==> config.mk <==
export PLATFORM = sky130hd
export DESIGN_NAME = paged_stream_bank_packer_core_flat
export DESIGN_NICKNAME = d
export VERILOG_FILES = /design/src/rtl/core/psbp_pkg.sv /design/src/rtl/core/psbp_req_if.sv /design/src/rtl/core/psbp_rsp_if.sv /design/src/rtl/core/psbp_front.sv /design/src/rtl/core/psbp_queue.sv /design/src/rtl/core/psbp_back.sv /design/src/rtl/core/paged_stream_bank_packer_core.sv /design/src/flat_wrapper.sv
export SDC_FILE = /design/constraint.sdc
export NUM_CORES = 1
export LEC_CHECK = 0
export BUFFER_PORTS_ARGS = -buffer_cell sky130_fd_sc_hd__buf_2
export CAP_MARGIN = 40
export CORE_AREA = 2 2 178 128
export DETAILED_ROUTE_END_ITERATION = 8
export DIE_AREA = 0 0 180 130
export SYNTH_ARGS = -nofsm -noshare
export SYNTH_HDL_FRONTEND = slang
export SYNTH_SLANG_ARGS = --single-unit
==> constraint.sdc <==
create_clock -name clock -period 5.8 [get_ports clock]
set_input_delay 0.58 -clock clock [delete_from_list [all_inputs] [get_ports clock]]
set_output_delay 0.58 -clock clock [all_outputs]
set_load 0.005 [all_outputs]
==> src/rtl/core/psbp_pkg.sv <==
// Shared types and constants of the paged stream bank packer.
`timescale 1ns / 1ps
`default_nettype none
package psbp_pkg;

   localparam int BYTE_W   = 8;
   localparam int BANK_W   = 7;
   localparam int OFFSET_W = 13;
   localparam int FILL_W   = 14;
   localparam int ADDR_W   = 16;
   localparam int STATUS_W = 2;

   localparam int QUEUE_DEPTH = 4;
   localparam int QUEUE_AW    = $clog2(QUEUE_DEPTH);

   localparam int BANK_CAP = 127;

   localparam logic [BYTE_W-1:0] SHORT_EVENT_MIN = 8'hFE;
   localparam logic [BYTE_W-1:0] MARK_JUMP       = 8'hFB;
   localparam logic [BYTE_W-1:0] MARK_CONTINUE   = 8'hFD;

   localparam logic [FILL_W-1:0] HOLE_START = 14'h1800;
   localparam logic [FILL_W-1:0] HOLE_END   = 14'h1900;
   localparam logic [FILL_W:0]   JUMP_GUARD = {1'b0, HOLE_START} - (FILL_W + 1)'(3);

   localparam logic [ADDR_W-1:0] WINDOW_BASE = 16'h8000;
   localparam logic [ADDR_W-1:0] JUMP_TARGET = WINDOW_BASE + {2'b00, HOLE_END};

   typedef enum logic [STATUS_W-1:0] {
      STATUS_OK,
      STATUS_OUT_OF_BANKS,
      STATUS_MID_EVENT,
      STATUS_HALTED
   } status_type;

   typedef enum logic [1:0] {
      CMD_NONE,
      CMD_EVENT,
      CMD_FAIL
   } cmd_kind_type;

   typedef struct packed {
      logic              want_ref;
      cmd_kind_type      kind;
      logic              two_byte;
      logic [BYTE_W-1:0] byte0;
      logic [BYTE_W-1:0] byte1;
   } cmd_type;

   typedef struct packed {
      logic    push;
      cmd_type cmd;
   } queue_wr_type;

   typedef struct packed {
      logic    valid;
      logic    full;
      cmd_type cmd;
   } queue_rd_type;

   typedef enum logic [2:0] {
      ST_HEAD,
      ST_ROOM,
      ST_BYTE1,
      ST_JUMP1,
      ST_JUMP2,
      ST_CONT1,
      ST_FAIL
   } back_state_type;

   typedef struct packed {
      logic                write_valid;
      logic [BANK_W-1:0]   bank_index;
      logic [OFFSET_W-1:0] byte_offset;
      logic [BYTE_W-1:0]   byte_value;
      logic                ref_valid;
      logic [BANK_W-1:0]   ref_bank_number;
      logic [ADDR_W-1:0]   ref_window_addr;
      logic [BANK_W-1:0]   banks_used;
      status_type          status;
      logic                last;
   } result_type;

endpackage
`default_nettype wire

==> src/rtl/core/psbp_req_if.sv <==
// Stream byte channel carrying one input byte and its track flags.
`timescale 1ns / 1ps
`default_nettype none
interface psbp_req_if;
   logic                         valid;
   logic                         ready;
   logic [psbp_pkg::BYTE_W-1:0]  stream_byte;
   logic                         first_of_track;
   logic                         last_of_track;

   modport source (output valid, stream_byte, first_of_track, last_of_track, input ready);
   modport sink (input valid, stream_byte, first_of_track, last_of_track, output ready);
endinterface
`default_nettype wire

==> src/rtl/core/psbp_rsp_if.sv <==
// Result channel carrying bank writes, track references and status.
`timescale 1ns / 1ps
`default_nettype none
interface psbp_rsp_if;
   logic                          valid;
   logic                          ready;
   logic                          write_valid;
   logic [psbp_pkg::BANK_W-1:0]   bank_index;
   logic [psbp_pkg::OFFSET_W-1:0] byte_offset;
   logic [psbp_pkg::BYTE_W-1:0]   byte_value;
   logic                          ref_valid;
   logic [psbp_pkg::BANK_W-1:0]   ref_bank_number;
   logic [psbp_pkg::ADDR_W-1:0]   ref_window_addr;
   logic [psbp_pkg::BANK_W-1:0]   banks_used;
   logic [psbp_pkg::STATUS_W-1:0] status;
   logic                          last;

   modport source (output valid, write_valid, bank_index, byte_offset, byte_value, ref_valid,
                   ref_bank_number, ref_window_addr, banks_used, status, last,
                   input ready);
   modport sink (input valid, write_valid, bank_index, byte_offset, byte_value, ref_valid,
                 ref_bank_number, ref_window_addr, banks_used, status, last,
                 output ready);
endinterface
`default_nettype wire

==> src/rtl/core/psbp_front.sv <==
// Front end: accepts stream bytes, pairs two-byte events and issues commands.
`timescale 1ns / 1ps
`default_nettype none
module psbp_front (
   input  wire logic                   clock,
   input  wire logic                   reset,
   psbp_req_if.sink                    req_ch,
   input  wire psbp_pkg::queue_rd_type queue_rd,
   output psbp_pkg::queue_wr_type      queue_wr
);

   logic                          pending_valid_ff;
   logic                          pending_valid_in;
   logic [psbp_pkg::BYTE_W-1:0]   pending_byte_ff;
   logic [psbp_pkg::BYTE_W-1:0]   pending_byte_in;
   logic                          transfer;
   psbp_pkg::cmd_type             cmd;

   assign req_ch.ready = !queue_rd.full;
   assign transfer     = req_ch.valid && req_ch.ready;

   always_comb begin
      cmd.want_ref     = req_ch.first_of_track;
      cmd.kind         = psbp_pkg::CMD_NONE;
      cmd.two_byte     = 1'b0;
      cmd.byte0        = req_ch.stream_byte;
      cmd.byte1        = '0;
      pending_valid_in = pending_valid_ff;
      pending_byte_in  = pending_byte_ff;
      if (pending_valid_ff && req_ch.first_of_track) begin
         cmd.want_ref     = 1'b0;
         cmd.kind         = psbp_pkg::CMD_FAIL;
         pending_valid_in = 1'b0;
      end else if (pending_valid_ff) begin
         cmd.kind         = psbp_pkg::CMD_EVENT;
         cmd.two_byte     = 1'b1;
         cmd.byte0        = pending_byte_ff;
         cmd.byte1        = req_ch.stream_byte;
         pending_valid_in = 1'b0;
      end else if (req_ch.stream_byte >= psbp_pkg::SHORT_EVENT_MIN) begin
         cmd.kind = psbp_pkg::CMD_EVENT;
      end else if (req_ch.last_of_track) begin
         cmd.kind = psbp_pkg::CMD_FAIL;
      end else begin
         pending_valid_in = 1'b1;
         pending_byte_in  = req_ch.stream_byte;
      end
   end

   assign queue_wr.push = transfer;
   assign queue_wr.cmd  = cmd;

   always_ff @(posedge clock) begin
      if (reset) begin
         pending_valid_ff <= 1'b0;
      end else if (transfer) begin
         pending_valid_ff <= pending_valid_in;
      end
   end

   always_ff @(posedge clock) begin
      if (transfer) begin
         pending_byte_ff <= pending_byte_in;
      end
   end

endmodule
`default_nettype wire

==> src/rtl/core/psbp_queue.sv <==
// Command queue between the front end and the placement engine.
`timescale 1ns / 1ps
`default_nettype none
module psbp_queue (
   input  wire logic                   clock,
   input  wire logic                   reset,
   input  wire psbp_pkg::queue_wr_type queue_wr,
   input  wire logic                   pop,
   output psbp_pkg::queue_rd_type      queue_rd
);

   psbp_pkg::cmd_type                entry_ff [psbp_pkg::QUEUE_DEPTH];
   logic [psbp_pkg::QUEUE_AW-1:0]    wr_ptr_ff;
   logic [psbp_pkg::QUEUE_AW-1:0]    rd_ptr_ff;
   logic [psbp_pkg::QUEUE_AW:0]      count_ff;
   logic [psbp_pkg::QUEUE_AW:0]      count_in;
   logic                             do_pop;

   assign queue_rd.valid = count_ff != '0;
   assign queue_rd.full  = count_ff == (psbp_pkg::QUEUE_AW + 1)'(psbp_pkg::QUEUE_DEPTH);
   assign queue_rd.cmd   = entry_ff[rd_ptr_ff];
   assign do_pop         = pop && queue_rd.valid;

   always_comb begin
      count_in = count_ff;
      if (queue_wr.push && !do_pop) begin
         count_in = count_ff + 1'b1;
      end else if (do_pop && !queue_wr.push) begin
         count_in = count_ff - 1'b1;
      end
   end

   always_ff @(posedge clock) begin
      if (reset) begin
         wr_ptr_ff <= '0;
         rd_ptr_ff <= '0;
         count_ff  <= '0;
      end else begin
         count_ff <= count_in;
         if (queue_wr.push) begin
            wr_ptr_ff <= wr_ptr_ff + 1'b1;
         end
         if (do_pop) begin
            rd_ptr_ff <= rd_ptr_ff + 1'b1;
         end
      end
   end

   always_ff @(posedge clock) begin
      if (queue_wr.push) begin
         entry_ff[wr_ptr_ff] <= queue_wr.cmd;
      end
   end

endmodule
`default_nettype wire

==> src/rtl/core/psbp_back.sv <==
// Placement engine: places events into banks, inserts markers and reports results.
`timescale 1ns / 1ps
`default_nettype none
module psbp_back #(
   parameter int BANK_BYTES     = 8192,
   parameter int MAX_BANK_COUNT = 127
) (
   input  wire logic                   clock,
   input  wire logic                   reset,
   input  wire psbp_pkg::queue_rd_type queue_rd,
   output logic                        pop,
   psbp_rsp_if.source                  rsp_ch
);

   localparam int BANK_LIMIT = (MAX_BANK_COUNT > psbp_pkg::BANK_CAP) ?
                               psbp_pkg::BANK_CAP : MAX_BANK_COUNT;
   localparam logic [psbp_pkg::BANK_W:0]  LIMIT_W    = (psbp_pkg::BANK_W + 1)'(BANK_LIMIT);
   localparam logic [psbp_pkg::FILL_W:0]  CONT_LIMIT = (psbp_pkg::FILL_W + 1)'(BANK_BYTES - 2);

   psbp_pkg::back_state_type        state_ff;
   psbp_pkg::back_state_type        state_in;
   logic                            phase_ref_ff;
   logic                            phase_ref_in;
   logic [psbp_pkg::BANK_W-1:0]     open_banks_ff;
   logic [psbp_pkg::BANK_W-1:0]     open_banks_in;
   logic [psbp_pkg::FILL_W-1:0]     fill_ff;
   logic [psbp_pkg::FILL_W-1:0]     fill_in;
   logic                            halted_ff;
   logic                            halted_in;
   logic                            rsp_valid_ff;
   logic                            rsp_valid_in;
   psbp_pkg::result_type            rsp_ff;
   psbp_pkg::result_type            rsp_in;

   logic                            out_free;
   logic                            emit;
   psbp_pkg::result_type            res;
   logic [psbp_pkg::BANK_W-1:0]     ob_eff;
   logic [psbp_pkg::FILL_W-1:0]     f_base;
   logic [psbp_pkg::FILL_W-1:0]     f_eff;
   logic [psbp_pkg::FILL_W:0]       f_end;
   logic                            room_ref;
   logic                            size_two;
   logic                            jump_need;
   logic                            cont_need;
   logic                            no_bank;
   logic                            room_active;
   psbp_pkg::cmd_type               head;

   function automatic psbp_pkg::result_type write_res(
      input logic [psbp_pkg::BANK_W-1:0] ob,
      input logic [psbp_pkg::FILL_W-1:0] f,
      input logic [psbp_pkg::BYTE_W-1:0] value
   );
      psbp_pkg::result_type r;
      r             = '0;
      r.write_valid = 1'b1;
      r.bank_index  = ob - 1'b1;
      r.byte_offset = f[psbp_pkg::OFFSET_W-1:0];
      r.byte_value  = value;
      r.banks_used  = ob;
      r.status      = psbp_pkg::STATUS_OK;
      return r;
   endfunction

   function automatic psbp_pkg::result_type status_res(
      input logic [psbp_pkg::BANK_W-1:0] ob,
      input psbp_pkg::status_type        code
   );
      psbp_pkg::result_type r;
      r            = '0;
      r.banks_used = ob;
      r.status     = code;
      r.last       = 1'b1;
      return r;
   endfunction

   assign head     = queue_rd.cmd;
   assign out_free = !rsp_valid_ff || rsp_ch.ready;

   always_comb begin
      ob_eff    = (open_banks_ff == '0) ? psbp_pkg::BANK_W'(1) : open_banks_ff;
      f_base    = (open_banks_ff == '0) ? '0 : fill_ff;
      f_eff     = (f_base >= psbp_pkg::HOLE_START && f_base < psbp_pkg::HOLE_END) ?
                  psbp_pkg::HOLE_END : f_base;
      room_ref  = (state_ff == psbp_pkg::ST_HEAD) ? head.want_ref : phase_ref_ff;
      size_two  = !room_ref && head.two_byte;
      f_end     = {1'b0, f_eff} + (size_two ? (psbp_pkg::FILL_W + 1)'(2) :
                                              (psbp_pkg::FILL_W + 1)'(1));
      jump_need = (f_eff < psbp_pkg::HOLE_START) && (f_end > psbp_pkg::JUMP_GUARD);
      cont_need = f_end > CONT_LIMIT;
      no_bank   = {1'b0, ob_eff} >= LIMIT_W;
      room_active = (state_ff == psbp_pkg::ST_ROOM) ||
                    (state_ff == psbp_pkg::ST_HEAD && queue_rd.valid && !halted_ff &&
                     (head.want_ref || head.kind == psbp_pkg::CMD_EVENT));
   end

   always_comb begin
      state_in      = state_ff;
      phase_ref_in  = phase_ref_ff;
      open_banks_in = open_banks_ff;
      fill_in       = fill_ff;
      halted_in     = halted_ff;
      emit          = 1'b0;
      res           = '0;
      pop           = 1'b0;
      if (out_free) begin
         case (state_ff)
            psbp_pkg::ST_HEAD: begin
               if (queue_rd.valid && halted_ff) begin
                  emit = 1'b1;
                  res  = status_res(open_banks_ff, psbp_pkg::STATUS_HALTED);
                  pop  = 1'b1;
               end else if (queue_rd.valid && !head.want_ref &&
                            head.kind == psbp_pkg::CMD_FAIL) begin
                  emit      = 1'b1;
                  res       = status_res(open_banks_ff, psbp_pkg::STATUS_MID_EVENT);
                  halted_in = 1'b1;
                  pop       = 1'b1;
               end else if (queue_rd.valid && !head.want_ref &&
                            head.kind == psbp_pkg::CMD_NONE) begin
                  pop = 1'b1;
               end
            end
            psbp_pkg::ST_ROOM: begin
               state_in = psbp_pkg::ST_ROOM;
            end
            psbp_pkg::ST_BYTE1: begin
               emit     = 1'b1;
               res      = write_res(open_banks_ff, fill_ff, head.byte1);
               res.last = 1'b1;
               fill_in  = fill_ff + 1'b1;
               pop      = 1'b1;
               state_in = psbp_pkg::ST_HEAD;
            end
            psbp_pkg::ST_JUMP1: begin
               emit     = 1'b1;
               res      = write_res(open_banks_ff, fill_ff,
                                    psbp_pkg::JUMP_TARGET[psbp_pkg::BYTE_W-1:0]);
               fill_in  = fill_ff + 1'b1;
               state_in = psbp_pkg::ST_JUMP2;
            end
            psbp_pkg::ST_JUMP2: begin
               emit     = 1'b1;
               res      = write_res(open_banks_ff, fill_ff,
                                    psbp_pkg::JUMP_TARGET[psbp_pkg::ADDR_W-1:psbp_pkg::BYTE_W]);
               fill_in  = psbp_pkg::HOLE_END;
               state_in = psbp_pkg::ST_ROOM;
            end
            psbp_pkg::ST_CONT1: begin
               emit          = 1'b1;
               res           = write_res(open_banks_ff, fill_ff,
                                         psbp_pkg::BYTE_W'(open_banks_ff + 1'b1));
               open_banks_in = open_banks_ff + 1'b1;
               fill_in       = '0;
               state_in      = psbp_pkg::ST_ROOM;
            end
            psbp_pkg::ST_FAIL: begin
               emit      = 1'b1;
               res       = status_res(open_banks_ff, psbp_pkg::STATUS_MID_EVENT);
               halted_in = 1'b1;
               pop       = 1'b1;
               state_in  = psbp_pkg::ST_HEAD;
            end
            default: begin
               state_in = psbp_pkg::ST_HEAD;
            end
         endcase

         if (room_active) begin
            open_banks_in = ob_eff;
            phase_ref_in  = room_ref;
            emit          = 1'b1;
            if (jump_need) begin
               res      = write_res(ob_eff, f_eff, psbp_pkg::MARK_JUMP);
               fill_in  = f_eff + 1'b1;
               state_in = psbp_pkg::ST_JUMP1;
            end else if (cont_need && no_bank) begin
               res       = status_res(ob_eff, psbp_pkg::STATUS_OUT_OF_BANKS);
               halted_in = 1'b1;
               pop       = 1'b1;
               state_in  = psbp_pkg::ST_HEAD;
            end else if (cont_need) begin
               res      = write_res(ob_eff, f_eff, psbp_pkg::MARK_CONTINUE);
               fill_in  = f_eff + 1'b1;
               state_in = psbp_pkg::ST_CONT1;
            end else if (room_ref) begin
               res                 = '0;
               res.ref_valid       = 1'b1;
               res.ref_bank_number = ob_eff;
               res.ref_window_addr = psbp_pkg::WINDOW_BASE +
                                     {{(psbp_pkg::ADDR_W - psbp_pkg::FILL_W){1'b0}}, f_eff};
               res.banks_used      = ob_eff;
               res.status          = psbp_pkg::STATUS_OK;
               res.last            = head.kind == psbp_pkg::CMD_NONE;
               fill_in             = f_eff;
               case (head.kind)
                  psbp_pkg::CMD_EVENT: begin
                     phase_ref_in = 1'b0;
                     state_in     = psbp_pkg::ST_ROOM;
                  end
                  psbp_pkg::CMD_FAIL: begin
                     state_in = psbp_pkg::ST_FAIL;
                  end
                  default: begin
                     pop      = 1'b1;
                     state_in = psbp_pkg::ST_HEAD;
                  end
               endcase
            end else begin
               res      = write_res(ob_eff, f_eff, head.byte0);
               res.last = !head.two_byte;
               fill_in  = f_eff + 1'b1;
               if (head.two_byte) begin
                  state_in = psbp_pkg::ST_BYTE1;
               end else begin
                  pop      = 1'b1;
                  state_in = psbp_pkg::ST_HEAD;
               end
            end
         end
      end
   end

   always_comb begin
      rsp_valid_in = rsp_valid_ff;
      rsp_in       = rsp_ff;
      if (emit) begin
         rsp_valid_in = 1'b1;
         rsp_in       = res;
      end else if (rsp_ch.ready) begin
         rsp_valid_in = 1'b0;
      end
   end

   always_ff @(posedge clock) begin
      if (reset) begin
         state_ff      <= psbp_pkg::ST_HEAD;
         phase_ref_ff  <= 1'b0;
         open_banks_ff <= '0;
         fill_ff       <= '0;
         halted_ff     <= 1'b0;
         rsp_valid_ff  <= 1'b0;
      end else begin
         state_ff      <= state_in;
         phase_ref_ff  <= phase_ref_in;
         open_banks_ff <= open_banks_in;
         fill_ff       <= fill_in;
         halted_ff     <= halted_in;
         rsp_valid_ff  <= rsp_valid_in;
      end
   end

   always_ff @(posedge clock) begin
      rsp_ff <= rsp_in;
   end

   assign rsp_ch.valid           = rsp_valid_ff;
   assign rsp_ch.write_valid     = rsp_ff.write_valid;
   assign rsp_ch.bank_index      = rsp_ff.bank_index;
   assign rsp_ch.byte_offset     = rsp_ff.byte_offset;
   assign rsp_ch.byte_value      = rsp_ff.byte_value;
   assign rsp_ch.ref_valid       = rsp_ff.ref_valid;
   assign rsp_ch.ref_bank_number = rsp_ff.ref_bank_number;
   assign rsp_ch.ref_window_addr = rsp_ff.ref_window_addr;
   assign rsp_ch.banks_used      = rsp_ff.banks_used;
   assign rsp_ch.status          = rsp_ff.status;
   assign rsp_ch.last            = rsp_ff.last;

endmodule
`default_nettype wire

==> src/rtl/core/paged_stream_bank_packer_core.sv <==
// Top level of the paged stream bank packer: front end, command queue and placement engine.
//
//   Port     Direction  Carries
//   req_ch   sink       one stream byte with first and last of track flags
//   rsp_ch   source     one bank write, track reference or status per transfer
//
// The front end takes one byte per cycle while the four-entry command queue has room.
// The placement engine spends one cycle per result while its result register can take it.
// A jump marker is followed by its target address, a continue marker by the next bank number.
// Synchronous reset empties the queue, closes all banks and clears the halt.
// A stalled result register holds the engine, and a full queue holds the input.
`timescale 1ns / 1ps
`default_nettype none
module paged_stream_bank_packer_core #(
   parameter int BANK_BYTES     = 8192,
   parameter int MAX_BANK_COUNT = 127
) (
   input  wire logic  clock,
   input  wire logic  reset,
   psbp_req_if.sink   req_ch,
   psbp_rsp_if.source rsp_ch
);

   psbp_pkg::queue_wr_type queue_wr;
   psbp_pkg::queue_rd_type queue_rd;
   logic                   pop;

   psbp_front u_front (
      .clock    (clock),
      .reset    (reset),
      .req_ch   (req_ch),
      .queue_rd (queue_rd),
      .queue_wr (queue_wr)
   );

   psbp_queue u_queue (
      .clock    (clock),
      .reset    (reset),
      .queue_wr (queue_wr),
      .pop      (pop),
      .queue_rd (queue_rd)
   );

   psbp_back #(
      .BANK_BYTES     (BANK_BYTES),
      .MAX_BANK_COUNT (MAX_BANK_COUNT)
   ) u_back (
      .clock    (clock),
      .reset    (reset),
      .queue_rd (queue_rd),
      .pop      (pop),
      .rsp_ch   (rsp_ch)
   );

endmodule
`default_nettype wire

==> src/flat_wrapper.sv <==
// flat-port wrapper written by rule: the top's interface ports become plain ports
module paged_stream_bank_packer_core_flat 
#(
   parameter int BANK_BYTES     = 8192,
   parameter int MAX_BANK_COUNT = 127
)
  (clock, reset, req_ch_valid, req_ch_stream_byte, req_ch_first_of_track, req_ch_last_of_track, req_ch_ready, rsp_ch_valid, rsp_ch_write_valid, rsp_ch_bank_index, rsp_ch_byte_offset, rsp_ch_byte_value, rsp_ch_ref_valid, rsp_ch_ref_bank_number, rsp_ch_ref_window_addr, rsp_ch_banks_used, rsp_ch_status, rsp_ch_last, rsp_ch_ready);
  psbp_req_if req_ch_i ();
  psbp_rsp_if rsp_ch_i ();
  input  wire logic clock;
  input  wire logic reset;
  input wire logic [$bits(req_ch_i.valid)-1:0] req_ch_valid;
  input wire logic [$bits(req_ch_i.stream_byte)-1:0] req_ch_stream_byte;
  input wire logic [$bits(req_ch_i.first_of_track)-1:0] req_ch_first_of_track;
  input wire logic [$bits(req_ch_i.last_of_track)-1:0] req_ch_last_of_track;
  output wire logic [$bits(req_ch_i.ready)-1:0] req_ch_ready;
  output wire logic [$bits(rsp_ch_i.valid)-1:0] rsp_ch_valid;
  output wire logic [$bits(rsp_ch_i.write_valid)-1:0] rsp_ch_write_valid;
  output wire logic [$bits(rsp_ch_i.bank_index)-1:0] rsp_ch_bank_index;
  output wire logic [$bits(rsp_ch_i.byte_offset)-1:0] rsp_ch_byte_offset;
  output wire logic [$bits(rsp_ch_i.byte_value)-1:0] rsp_ch_byte_value;
  output wire logic [$bits(rsp_ch_i.ref_valid)-1:0] rsp_ch_ref_valid;
  output wire logic [$bits(rsp_ch_i.ref_bank_number)-1:0] rsp_ch_ref_bank_number;
  output wire logic [$bits(rsp_ch_i.ref_window_addr)-1:0] rsp_ch_ref_window_addr;
  output wire logic [$bits(rsp_ch_i.banks_used)-1:0] rsp_ch_banks_used;
  output wire logic [$bits(rsp_ch_i.status)-1:0] rsp_ch_status;
  output wire logic [$bits(rsp_ch_i.last)-1:0] rsp_ch_last;
  input wire logic [$bits(rsp_ch_i.ready)-1:0] rsp_ch_ready;
  assign req_ch_i.valid = req_ch_valid;
  assign req_ch_i.stream_byte = req_ch_stream_byte;
  assign req_ch_i.first_of_track = req_ch_first_of_track;
  assign req_ch_i.last_of_track = req_ch_last_of_track;
  assign req_ch_ready = req_ch_i.ready;
  assign rsp_ch_valid = rsp_ch_i.valid;
  assign rsp_ch_write_valid = rsp_ch_i.write_valid;
  assign rsp_ch_bank_index = rsp_ch_i.bank_index;
  assign rsp_ch_byte_offset = rsp_ch_i.byte_offset;
  assign rsp_ch_byte_value = rsp_ch_i.byte_value;
  assign rsp_ch_ref_valid = rsp_ch_i.ref_valid;
  assign rsp_ch_ref_bank_number = rsp_ch_i.ref_bank_number;
  assign rsp_ch_ref_window_addr = rsp_ch_i.ref_window_addr;
  assign rsp_ch_banks_used = rsp_ch_i.banks_used;
  assign rsp_ch_status = rsp_ch_i.status;
  assign rsp_ch_last = rsp_ch_i.last;
  assign rsp_ch_i.ready = rsp_ch_ready;
  paged_stream_bank_packer_core #(.BANK_BYTES(BANK_BYTES), .MAX_BANK_COUNT(MAX_BANK_COUNT)) u_core (.clock(clock), .reset(reset), .req_ch(req_ch_i), .rsp_ch(rsp_ch_i));
endmodule
Yosys cells after proc, flatten, opt, wreduce, memory -nomap -nowiden
Memories as Yosys holds them, arrays and structs flattened. A register that Yosys moved wholly into a read port is not among the register bits.
Index checks and enable logic that the tools add are counted.

operators by class
  reduce and logical (&&, ||, !) cells = 43
  multiplexer cells = 76
  equality and inequality tests = 10
  $lt $le $gt $ge = 7
  add/subtract/negate cells = 12
  bitwise logic cells = 4

operators by type and width
  operator                  number
  $pmux W63 S6              1
  $mux W63                  5
  $mux W14                  7
  $pmux W14 S3              1
  $mux W1                   35
  $mux W17                  2
  $gt A15 B13 Y1 const B    2
  $add A14 B1 Y14 const B   2
  $lt A14 B13 Y1 const B    2
  $mux W3                   7
  $mux W7                   3
  $mux W10                  2
  $add A16 B14 Y16 const A  1
  $logic_and A1 B1 Y1       16
  $mux W2                   8
  $add A14 B2 Y15           1
  $ge A14 B13 Y1 const B    1
  $sub A7 B1 Y7 const B     2
  $eq A3 B3 Y1 const B      4
  $pmux W3 S3               1
  $add A7 B1 Y8 const B     1
  $ge A8 B8 Y1 const B      1
  $logic_not A1 Y1          8
  $add A7 B1 Y7 const B     1
  23 further kinds          38

storage, ports and cells
  bits of input ports = 14
  flip-flop bits (word level) = 106
  logic and storage cells = 174
  output and inout bits = 65
  RAM bits = 80
  memories kept = 1

memories
  memory                   words  bits a word  read ports  clocked after memory_dff  write ports  line              RTL
  u_core.u_queue.entry_ff  4      20           1           1                         1            psbp_queue.sv:12  psbp_pkg::cmd_type entry_ff [psbp_pkg::QUEUE_DEPTH];

Longest topological paths before layout
  depth in word-level cells = 18
  gate-level depth with buffers = 27
  depth with buffers taken out = 23

By module
Synthesis repeated with hierarchy kept, for this count alone.

second synthesis, totals
  cells, all modules = 835
  area, all modules = 9365.2 um^2

modules (own cells, without submodules)
  module      sequential area each (um^2)  instances  area each (um^2)  cells an instance
  psbp_back   2372.3                       1          5491.5            643
  psbp_queue  2582.5                       1          3345.7            148
  psbp_front  260.2                        1          528.0             44

Least setup slack after synthesis
OpenSTA, ideal clock, no wires.

  kind = reg2reg
  from = register u_core.u_back.open_banks_ff[0] (netlist bit)
  to = register u_core.u_queue.count_ff[2] (netlist bit)
  clock period less this slack = 6279 ps
  required time = 5730 ps
  arrival time = 6208 ps
  library setup time = 70 ps
  setup slack = -479 ps
  buffers on the path = 4
  stages on the path, launching flop included = 28
  cells stage by stage = dfxtp_1 -> clkbuf_1 -> inv_1 -> ha_1 -> nor4b_2 -> and2_1 -> clkbuf_1 -> a21oi_1 -> clkbuf_1 -> nand2_1 -> inv_1 -> ha_1 -> inv_1 -> fa_1 -> xor2_1 -> or4_4 -> a2111oi_4 -> and4_1 -> buf_4 -> nor2_2 -> a21oi_1 -> o31a_1 -> ha_1 -> inv_1 -> fa_1 -> xor2_1 -> or3_1 -> a21oi_1

on the way
  longest elaborated chain between the ends = 16
  elaborated cells on any way between the ends = 25
  those cells by class = 1 x add/sub; 6 x order compare; 9 x mux; 9 x reduce/logical

ends and longest elaborated chain
  item                                              line                                RTL
  from (decl)                                       psbp_back.sv:24                     logic [psbp_pkg::BANK_W-1:0] open_banks_ff;
  from (signal assigned)                            psbp_back.sv:247                    open_banks_ff <= open_banks_in;
  $logic_not A7 Y1 (*)                              psbp_back.sv:83                     f_base = (open_banks_ff == '0) ? '0 : fill_ff;
  $mux W14 (*)                                      psbp_back.sv:83
  $ge A14 B13 Y1 or $lt A14 B13 Y1 (tied branches)  psbp_back.sv:84                     f_eff = (f_base >= psbp_pkg::HOLE_START && f_base < psbp_pkg::HOLE_END) ?
  $logic_and A1 B1 Y1                               psbp_back.sv:84
  $mux W14 (*)                                      psbp_back.sv:84
  via u_core.u_back.f_eff, one bit                  psbp_back.sv:40                     logic [psbp_pkg::FILL_W-1:0] f_eff;
  $add A14 B2 Y15                                   psbp_back.sv:88                     f_end = {1'b0, f_eff} + (size_two ? (psbp_pkg::FILL_W + 1)'(2) :
  $gt A15 B13 Y1                                    psbp_back.sv:91                     cont_need = f_end > CONT_LIMIT;
  $mux W1 or $logic_and A1 B1 Y1 (tied branches)    psbp_back.sv:183, psbp_back.sv:178
  $mux W1                                           psbp_back.sv:178                    end else if (cont_need && no_bank) begin
  $mux W1 (*)                                       psbp_back.sv:174                    if (jump_need) begin
  $mux W1 (*)                                       psbp_back.sv:170                    if (room_active) begin
  $mux W1 (*)                                       psbp_back.sv:107                    if (out_free) begin
  $logic_and A1 B1 Y1 (*)                           psbp_queue.sv:22                    assign do_pop = pop && queue_rd.valid;
  $logic_not A1 Y1                                  psbp_queue.sv:26                    if (queue_wr.push && !do_pop) begin
  $logic_and A1 B1 Y1                               psbp_queue.sv:26
  $mux W3 or $reduce_bool A2 Y1 (tied branches)     n/a
  to (signal assigned)                              psbp_queue.sv:39                    count_ff <= count_in;
  to (decl)                                         psbp_queue.sv:15                    logic [psbp_pkg::QUEUE_AW:0] count_ff;

The timed path passes the listed nets; every way through them passes the cells marked *.
A chain may end at the register's enable or synchronous reset.

Worst setup path after layout
  from = register u_core.u_back.open_banks_ff[1] (netlist bit)
  to = register u_core.u_queue.count_ff[2] (netlist bit)

Same word-level chain as after synthesis.

==> flow_summary.ini <==
[status]
status = completed

[clock_tree]
cts_tree = yes
clockRootBuffer = clkbuf_16
postCtsHoldBufs = 0
cts_buffer_depth = 2
htreeDepth = 4
clock_latency_ps = 450
cts_buffers = 17
cts.clk_slew.worst_paths_ps = 90
clkSinkCount = 186

[placed_design]
dp_hpwl_mm = 18.4
post_dp_cell_area_mm2 = 0.0105
gp_congestion = 0.928
portBuffers = 77

[die]
design.core.area_mm2 = 0.0219
dieArea_mm2 = 0.0234
die_w_um = 180
start_util_pct = 43.8
rows = 46
die_h_um = 130
io_pins = 79

[job]
drv_cap = 0

[worst_hold_path]
hold_path.class = in2reg

[worst_setup_path]
cpMostUsedCell = inv_1
crit_type = reg2reg
critPathMaxStageDelay_ps = 510
cp-end-kind = flip-flop
timing.critical_path.cells = inv_1 > ha_1 > nor4b_4 > and2_2 > a21oi_4 > nand2_1 > inv_1 > ha_1 > inv_1 > fa_2 > xor2_1 > or4_4 > a2111oi_4 > and4_1 > nor2_2 > a21oi_2 > o31a_1 > ha_1 > inv_1 > fa_1 > xor2_1 > or3_1 > a21oi_1
crit_fanout = 10
crit_arrival_ps = 5940
worstPathRequired_ps = 6180
slowest_stage = or4_4
start_kind = flip-flop

[yosys]
synth_area_mm2 = 0.00960
synth_nets = 900
synthArstFlopShare_pct = 0
synth-edff-count = 149
ys_seq_area_share_pct = 54.3
postSynthAreaPerCell_um2 = 11.1
ys_ff_latch = 186
ys_types = 76
synth_flop_cell = edfxtp_1
ys_warn_count = 0
syn_inst = 866

[global_routing]
grt_overflow_total = 0
grt_pass1_wl_mm = 41.2
grt_pass1_vias = 6901
antenna_found_initial = 0
grt_max_degree = 40
globalRouteTotalUtil_pct = 23.0

[drt]
dr.pass1.iters = 5
wirelength_mm = 26.8
avgViaCountPerCell = 6.03
drc = 0
routedWlPerCell_um = 21.5
drtIter0Drc = 1172
vias = 7529
ant_nets = 0

[layout]
finalNetCount = 981
final_layout_size_suffix_gt1_share_pct = 21.6
layout_commonest_cell = edfxtp_1
area_growth_pct = 16.2
layout_common_cells = edfxtp_1 (149), buf_2 (77), nand2_1 (73)
utilization_pct = 50.9
stdcell_area_mm2 = 0.0112
diodes = 0

[power_and_ir_drop]
swShare_pct = 40.7
power.density_mw_per_mm2 = 512
clkPwrFrac_pct = 21.4
p_leak_nw = 4.04
p_int_w = 0.00339
total_power_w = 0.00571
p_seq_share_pct = 36.5
ir_worst_vdd_mv = 0.387
p_comb_share_pct = 42.0
switching_power_w = 0.00233

[timing]
hold_viol = 0
fin_crit_ps = 5550
setup_tns_ps = 0
finalCritPeriodShare_pct = 95.7
worstMarginPinSlew_ps = 821
slew_violations = 0
whs_ps = 345
finalClockSkew_ps = 21.3
max_freq_mhz = 180
setup_viol = 0
relSlewSlack_pct = 44.8
critical path, delay by kind of cell, from the launching register on:
kind | cells | cell delay (ps)
buf+inv | 4 | 390
flops | 1 | 410
xor+xnor | 2 | 320
compound gates | 5 | 1170
simple gates | 7 | 1750
fa+ha+maj | 5 | 1460
worst paths after layout:
| kind | from | end | slack [ps] | cells after the start |
|---|---|---|---|---|
| setup / recovery | u_core.u_back.open_banks_ff[1] | u_core.u_queue.count_ff[2] | 250 | 23 |
| hold / removal | req_ch_stream_byte[5] | u_core.u_front.pending_byte_ff[5] | 340 | 1 |
| setup reg to reg | u_core.u_back.open_banks_ff[1] | u_core.u_queue.count_ff[2] | 250 | 23 |
| hold reg to reg | u_core.u_back.phase_ref_ff | u_core.u_back.phase_ref_ff | 460 | 2 |
layout make-up:
type	instances	area, µm²
clock buffer	17	425
inverter	27	101
timing repair buffer	123	777
tap	288	360
clock inverter	15	201
sequential	186	5220
multi-input combinational	592	4080
fill	1984	10800
repair_timing:
| action | in CTS | in global routing |
|---|---|---|
| gates resized for setup | 0 | 6 |
| endpoints found under the setup margin | 0 | 2 |
| buffers inserted | 0 | 2 |
power groups by stage:
| stage | Sequential (W) | Clock, W | Combinational (W) |
|---|---|---|---|
| global placement | 0.00213 | 0 | 0.00228 |
| global route | 0.00213 | 0.00129 | 0.00260 |
| detailed placement | 0.00211 | 0 | 0.00233 |
| CTS | 0.00209 | 0.00124 | 0.00235 |
| finish | 0.00209 | 0.00122 | 0.00240 |
| floorplan | 0.00213 | 0 | 0.00139 |
Yosys cell counts, drive strengths merged, types with 7 or more instances:
cell type	number	share of area [%]
nor2b	8	0.52
nor4	8	0.52
a32oi	9	0.82
a21oi	69	3.6
o22ai	11	0.72
buf	15	0.78
mux4	19	4.5
edfxtp	149	47
clkbuf	46	1.8
inv	25	0.98
nand3	26	1.4
nand4	15	0.98
and3	18	1.2
ha	18	2.3
dfxtp	37	7.7
nor3	28	1.5
and2	30	2.0
o21ai	42	2.2
nand2	73	2.9
xnor2	12	1.1
mux2	14	1.6
or3	7	0.46
xor2	14	1.3
nor2	61	2.4
a211oi	13	1.1
through the flow:
stage	cells	setup WS, ps
floorplan	866	10.2
global placement	1209	244
detailed placement	1214	74.8
CTS	1246	41.5
global route	1248	-11.3
finish	1248	247
flip-flops by register name (all words and copies together), names as in the netlist, named ones only:
register / cells
u_core.u_back.open_banks_ff: 7
u_core.u_back.rsp_ch.byte_value: 8
u_core.u_back.rsp_ch.ref_valid: 1
u_core.u_back.rsp_ch.bank_index: 7
u_core.u_front.pending_valid_ff: 1
u_core.u_back.fill_ff: 14
u_core.u_back.rsp_ch.write_valid: 1
u_core.u_back.rsp_ch.ref_bank_number: 7
u_core.u_back.state_ff: 3
u_core.u_back.rsp_ch.banks_used: 7
u_core.u_queue.entry_ff: 80
u_core.u_back.rsp_ch.last: 1
u_core.u_queue.rd_ptr_ff: 2
u_core.u_queue.wr_ptr_ff: 2
u_core.u_front.pending_byte_ff: 8
u_core.u_queue.count_ff: 3
u_core.u_back.rsp_ch.status: 2
u_core.u_back.halted_ff: 1
u_core.u_back.rsp_ch.ref_window_addr: 14
u_core.u_back.rsp_ch.valid: 1
u_core.u_back.phase_ref_ff: 1
u_core.u_back.rsp_ch.byte_offset: 13
logic make-up after synthesis:
family / Yosys count / share of synthesized area [%]
xor+xnor: 26 / 2.37
mux: 39 / 6.72
flops: 186 / 54.3
fa+ha+maj: 20 / 2.76
buf+inv: 88 / 3.64
simple gates: 289 / 15.0
other cells: 1 / 0.0391
compound gates: 217 / 15.1
routing by layer:
metal  up-vias  track usage (%)  part of all wire, %
met5         -                0                    0
met3        31             5.89                  9.8
met2       414             32.5                   42
li1       3444                -                    -
met1      3640             35.2                   47
met4         0             5.74                  1.3
Note: power is estimated with default switching activity, not from simulation.
